$ cat config.mk
export PLATFORM = sky130hd
export DESIGN_NAME = ids_queue
export DESIGN_NICKNAME = d
export VERILOG_FILES = /design/src/rtl/core/ids_pkg.sv /design/src/rtl/core/ids_queue.sv
export SDC_FILE = /design/constraint.sdc
export NUM_CORES = 1
export LEC_CHECK = 0
export BUFFER_PORTS_ARGS = -buffer_cell sky130_fd_sc_hd__buf_2
export CORE_MARGIN = 1
export CORE_UTILIZATION = 45
export CTS_CLUSTER_SIZE = 20
export DETAILED_ROUTE_END_ITERATION = 6
export GPL_ROUTABILITY_DRIVEN = 0
export SLEW_MARGIN = 40
export SYNTH_ARGS = -nofsm -noshare
export SYNTH_HDL_FRONTEND = slang
export SYNTH_SLANG_ARGS = --single-unit
$ cat constraint.sdc
create_clock -name clk -period 18.5 [get_ports clk]
set_input_delay 1.85 -clock clk [delete_from_list [all_inputs] [get_ports clk]]
set_output_delay 1.85 -clock clk [all_outputs]
set_load 0.005 [all_outputs]
$ cat src/rtl/core/ids_pkg.sv
// Package for the interception duration solver: widths, constants, payload types.
// Used by every module of the solver core; it depends on nothing else.
package ids_pkg;

    localparam int FRAC_BITS = 16;
    localparam int TICK_BITS = 16;

    localparam int IN_W   = 24;
    localparam int ZOFF_W = 22;
    localparam int MSPD_W = 21;
    localparam int TPER_W = 17;
    localparam int DUR_W  = 32;

    localparam int V_W    = 24;
    localparam int D_W    = 26;
    localparam int VEX_W  = 24;
    localparam int VE_W   = 20;
    localparam int VE_SHIFT = 27;
    localparam logic [VEX_W-1:0] VE_MUL = 24'd13421773;

    localparam int QA_W   = 49;
    localparam int UA_W   = 48;
    localparam int HB_W   = 51;
    localparam int HBM_W  = 50;
    localparam int QC_W   = 52;
    localparam int UB_W   = 52;
    localparam int HALF_W = 26;
    localparam int DSC_W  = 102;
    localparam int SQ_W   = 51;
    localparam int SQ_R_W = 53;
    localparam int N_W    = 53;
    localparam int NUM_W  = 52;
    localparam int DEN_W  = 52;
    localparam int Q_W    = 45;
    localparam int TN_W   = Q_W + 1;

    localparam logic [63:0] EPS_Q2 = ((64'd1 << (2 * FRAC_BITS)) + 64'd5000) / 64'd10000;
    localparam logic [63:0] EPS_T  = ((64'd1 << FRAC_BITS) + 64'd5000) / 64'd10000;
    localparam logic [Q_W-1:0] FALLBACK_T = Q_W'(64'd4 << FRAC_BITS);
    localparam logic [Q_W-1:0] T_CAP = Q_W'(1) << (Q_W - 1);
    localparam logic [TICK_BITS-1:0] TICK_MAX = '1;

    localparam int TDIV_LAT  = Q_W + 1;
    localparam int FRONT_LAT = 8;
    localparam int QDEPTH    = 4;
    localparam int QPTR_W    = 2;
    localparam int QCNT_W    = 3;
    localparam int OUT_MAX   = FRONT_LAT + QDEPTH;
    localparam int OUT_W     = 4;

    localparam logic [1:0] CASE_QUAD = 2'd0;
    localparam logic [1:0] CASE_LIN  = 2'd1;
    localparam logic [1:0] CASE_FALL = 2'd2;

    localparam logic [1:0] REG_ZOFF = 2'd0;
    localparam logic [1:0] REG_MSPD = 2'd1;
    localparam logic [1:0] REG_TPER = 2'd2;

    typedef struct packed {
        logic signed [IN_W-1:0] obj_x;
        logic signed [IN_W-1:0] obj_y;
        logic signed [IN_W-1:0] obj_z;
        logic signed [IN_W-1:0] obj_vx;
        logic signed [IN_W-1:0] obj_vy;
        logic signed [IN_W-1:0] obj_vz;
        logic signed [IN_W-1:0] tool_x;
        logic signed [IN_W-1:0] tool_y;
        logic signed [IN_W-1:0] tool_z;
    } ids_in_t;

    typedef struct packed {
        logic [TICK_BITS-1:0] tick_count;
        logic [DUR_W-1:0]     duration_q16;
        logic [1:0]           solve_case;
    } ids_out_t;

    typedef struct packed {
        logic signed [ZOFF_W-1:0] z_offset;
        logic [MSPD_W-1:0]        max_speed;
        logic [TPER_W-1:0]        tick_period;
    } ids_cfg_t;

    typedef struct packed {
        logic [1:0]               path;
        logic                     qa_neg;
        logic signed [HB_W-1:0]   hb;
        logic [UA_W-1:0]          ua;
        logic [UB_W-1:0]          ub;
        logic [QC_W-1:0]          qc;
        logic [DSC_W-1:0]         dsc;
    } ids_job_t;

endpackage

$ cat src/rtl/core/ids_queue.sv
// Short queue between the front and the back of the solver.
// Depends on ids_pkg.
module ids_queue import ids_pkg::*; (
    input  logic     clk,
    input  logic     rst_n,
    input  logic     push,
    input  ids_job_t push_job,
    input  logic     pop,
    output logic     empty,
    output ids_job_t head
);

    ids_job_t            mem_reg [QDEPTH];
    logic [QPTR_W-1:0]   wr_ptr_reg, rd_ptr_reg;
    logic [QCNT_W-1:0]   cnt_reg, cnt_next;

    always_comb
    begin
        cnt_next = cnt_reg + QCNT_W'(push) - QCNT_W'(pop);
    end

    always_ff @(posedge clk or negedge rst_n)
    begin
        if (!rst_n)
        begin
            wr_ptr_reg <= '0;
            rd_ptr_reg <= '0;
            cnt_reg <= '0;
        end
        else
        begin
            if (push)
            begin
                wr_ptr_reg <= wr_ptr_reg + QPTR_W'(1);
            end
            if (pop)
            begin
                rd_ptr_reg <= rd_ptr_reg + QPTR_W'(1);
            end
            cnt_reg <= cnt_next;
        end
    end

    always_ff @(posedge clk)
    begin
        if (push)
        begin
            mem_reg[wr_ptr_reg] <= push_job;
        end
    end

    assign empty = (cnt_reg == '0);
    assign head = mem_reg[rd_ptr_reg];

endmodule

# == Word-level counts from Yosys, hierarchy flattened ==
# Memories as Yosys holds them, arrays and structs flattened.
# Index checks and enable logic that the tools add are counted.
# Widths: inputs -> output; s select.
# word_totals
ramBits,1232
in_bits,312
mem_count,1
register_bits,7
elab_cells,11
romBits,0
latch_bits,0
out_inout_bits,309
# classes
shifts,0
muxes,2
n_eq_ne,0
multipliers,0
n_reduce_logical,1
n_div,0
order_cmp,0
bitwise,0
n_addsub,4
# mem_list
name,depth,word_bits,rd,rd_clocked_by_memory_dff,wr,line_no,rtl
mem_reg,4,308,1,0,1,ids_queue.sv:13,ids_job_t mem_reg [QDEPTH];
# ops
cell,count
$add 2x1->2 const B,2
$add 3x1->3,1
$logic_not 3->1,1
$sub 3x1->3,1
$mux 1,2

# == Logic depth before layout (Yosys ltp) ==
# logic_depth
ltp_word,2
ltp_mapped,6
depth_no_buf,6

# == Worst setup path after synthesis ==
# No wires, ideal clock.
# synth_path
kind,in2reg
start,in push
end,"mem mem_reg[0][0] (netlist bit), enable pin"
setup_slack_ps,8998
required_ps,17792
arrival_ps,8795
setup_time_ps,708
path_buffers,0
cell_stages,1
path_cell_list,and2_1
# synth_via
elab_chain_cells,2
# synth_lines
item,line_no,rtl
from (decl),ids_queue.sv:6,"input logic push,"
$mux 1,ids_queue.sv:46,if (push)
$mux 1 (implied by the code),ids_queue.sv:48,mem_reg[wr_ptr_reg] <= push_job;
to (decl),ids_queue.sv:13,
# Every way passes these cells.

==> summary.md <==
| Metric | Value |
|---|---|
| Final Max Slew Viols | 0 |
| Clk root buf | clkbuf_16 |
| Buf/Inv on CP | 6 |
| Skew-Pair Late Insertion Delay | 0.72 ns |
| Synthesized cell area | 45100 um2 |
| RSZ-0062 raised after global routing | no |
| Resize count post-CTS | 0 |
| Clock transition at path regs | 0.06 ns |
| Critical Path Start Type | flop |
| Worst rel slew slack | 0.460 |
| HPWL Detailed | 57.7 mm |
| Worst min path class | reg -> reg |
| Max cap viols | 0 |
| DR vias | 20000 |
| I/O Pins | 621 |
| Synth warn | 0 |
| First-pass GRT wire length | 138 mm |
| Leak | 18.1 nW |
| Hold Buf Count CTS | 0 |
| DIE AREA | 101000 um2 |
| CP Cell Sequence | buf_12 > buf_12 > buf_4 > buf_12 > buf_16 > mux4_2 > buf_2 |
| Post-Route Setup TNS | 0 ns |
| Final Cell Area | 53600 um2 |
| Max stage delay cell, worst path | dfrtp_4 |
| Largest family of logic cells by synthesized area | multiplexers |
| Largest register FFs | 1232 |
| Starting density of the core | 0.456 |
| Post-synth EDFFs | 1232 |
| WL per Instance | 24.6 um |
| Worst clock skew | 0.0308 ns |
| TritonRoute pass-1 iters | 5 |
| CTS tree | built |
| Placed inst area | 49600 um2 |
| Synth-to-Final Area Change | 19.0% |
| Critical Path End Type | output port |
| Number of global-route vias before repair | 21400 |
| Status | completed |
| Core Box Area | 98900 um2 |
| Fraction of the mapped netlist area in simple logic gates | 0.000833 |
| Largest cells by area after synthesis | edfxtp_1 82%, mux4_2 15%, buf_12 0.98% |
| Pwr Density | 159 nW/um2 |
| Final Util | 0.543 |
| Post-synthesis compound-gate area fraction | 0.000111 |
| Share of the synthesized area in the top cell type | 0.821 |
| Most frequent CP cell | buf_12 |
| Fin crit period | 5.97 ns |
| Yosys reg bits | 1239 |
| GRT overflow | 0 |
| Cell with the most instances after synthesis | edfxtp_1 |
| Largest net degree at the start of global routing | 78 |
| Fill count | 7523 |
| Crit path max-delay family | buffers and inverters |
| Die Ht | 318 um |
| Die Width | 318 um |
| Post-synth cell types | 17 |
| DR DRC count | 0 |
| Reg2Reg Setup Slack | 15.39 ns |
| Post-Place Worst Slack | 13.10 ns |
| Fin nets | 2677 |
| F_max | 167 MHz |
| Async set or reset register ratio after synthesis | 0.00565 |
| Syn avg cell area | 27.4 um2 |
| Drt via density | 5.32 |
| Mapped Cells | 1642 |
| Required @ worst endpoint | 16.65 ns |
| Crit path DAT | 4.12 ns |
| Net Count, Synth | 1961 |
| Layout cells sized above 1 | 0.462 |
| IO buf count | 620 |
| Initial antenna violation count | 38 |
| Post-synth top area cell | edfxtp_1 |
| Setup bufs post-CTS | 0 |
| Mux cell area share after synthesis | 0.154 |
| WS Path Type | reg -> out |
| DRT antenna net count | 0 |
| Worst slew pin tran | 0.810 ns |
| Final period utilization | 0.323 |
| Clock H-tree levels | 4 |
| Total CTS buffers | 130 |
| Xor and xnor area share after synthesis | 0.000972 |
| Row count | 115 |
| Seq/Total Area, Yosys | 0.825 |
| Post-synth top flop | edfxtp_1 |
| Min Hold Slack | 0.536 ns |
| Synth Area in Adders | 0.00211 |
| Clock Sink Count | 1239 |
| Final hold viol count | 0 |
| Max incr delay on CP | 0.63 ns |
| CTS max path bufs | 3 |
| Gr usage total | 0.185 |
| Final Routed Wirelength | 92.4 mm |
| Worst vdd ir | 0.0999 mV |
| Endpoints failing setup | 0 |
| Top cells by count, synth | 1232 x edfxtp_1, 308 x mux4_2, 28 x buf_2 |
| Crit-path max FO | 63 |
| PnR worst setup slack | 12.53 ns |
| First-iteration detailed-routing DRC count | 1391 |
## layout make-up
cell class | instances | area (um2) | area share
Inverter | 6 | 22.5 | 0.000420
Multi-Input combinational cell | 328 | 7130 | 0.133
Tap cell | 1287 | 1610 | 0.0300
Clock inverter | 57 | 439 | 0.00819
Sequential cell | 1239 | 37200 | 0.693
Clock buffer | 173 | 3540 | 0.0660
Timing Repair Buffer | 653 | 3680 | 0.0686
Antenna cell | 13 | 32.5 | 0.000607
## placed cells by master (no fill, tap or decap)
cell	netlist	layout
clkinv_8	0	6
clkinv_4	0	1
clkbuf_8	0	2
xnor2_1	2	2
buf_2	28	620
clkbuf_16	0	135
nor3_1	1	1
clkinv_1	0	26
xor2_1	3	3
o21ai_0	1	1
ha_1	6	6
edfxtp_1	1232	1232
buf_12	22	9
clkinv_2	0	16
buf_4	1	1
and2_4	0	4
nand2_1	2	2
inv_6	0	4
dfrtp_4	0	2
buf_6	12	15
diode_2	0	13
dfrtp_1	7	5
clkbuf_1	6	36
mux4_2	308	308
inv_1	6	6
buf_16	0	8
fa_1	1	1
bufinv_16	0	4
## power breakdown
group	switching [mW]	leakage [nW]	internal [mW]	total (mW)
combinational	1.22	4.79	1.09	2.30
clock	1.01	1.94	1.40	2.41
sequential	0.129	11.4	3.67	3.79
total	2.36	18.1	6.16	8.51
## metrics by stage
step	total power [mW]	std cells
6_report	8.51	3756
5_1_grt	8.91	3750
4_1_cts	8.67	3743
3_5_place_dp	6.24	3513
3_3_place_gp	6.15	3501
2_1_floorplan	5.46	1642
## final timing paths
path	start	cells after the start	endpoint
setup / recovery	rd_ptr_reg[0]	7	head[160]
setup reg to reg	wr_ptr_reg[0]	5	mem_reg[2][168]
max in group asynchronous	rst_n	1	rd_ptr_reg[0]
hold / removal	wr_ptr_reg[0]	1	wr_ptr_reg[0]
min in group asynchronous	rst_n	1	wr_ptr_reg[0]
hold reg to reg	wr_ptr_reg[0]	1	wr_ptr_reg[0]
## logic make-up (layout without fill, tap and decap cells)
kind of cell    Yosys count  after routing
compound gates            1              1
xor+xnor                  5              5
fa+ha+maj                 7              7
buf+inv                  75            889
flops                  1239           1239
mux                     308            308
other cells               0             13
simple gates              7              7
## routing by layer
metal  track usage  vias up  wire (um)
met5             0        -        286
met4        0.0595       48       2160
met3        0.0706      189       8120
met2         0.298      634      46100
met1         0.230    10400      35700
li1              -     8653          -
(Power assumes the default switching activity.)
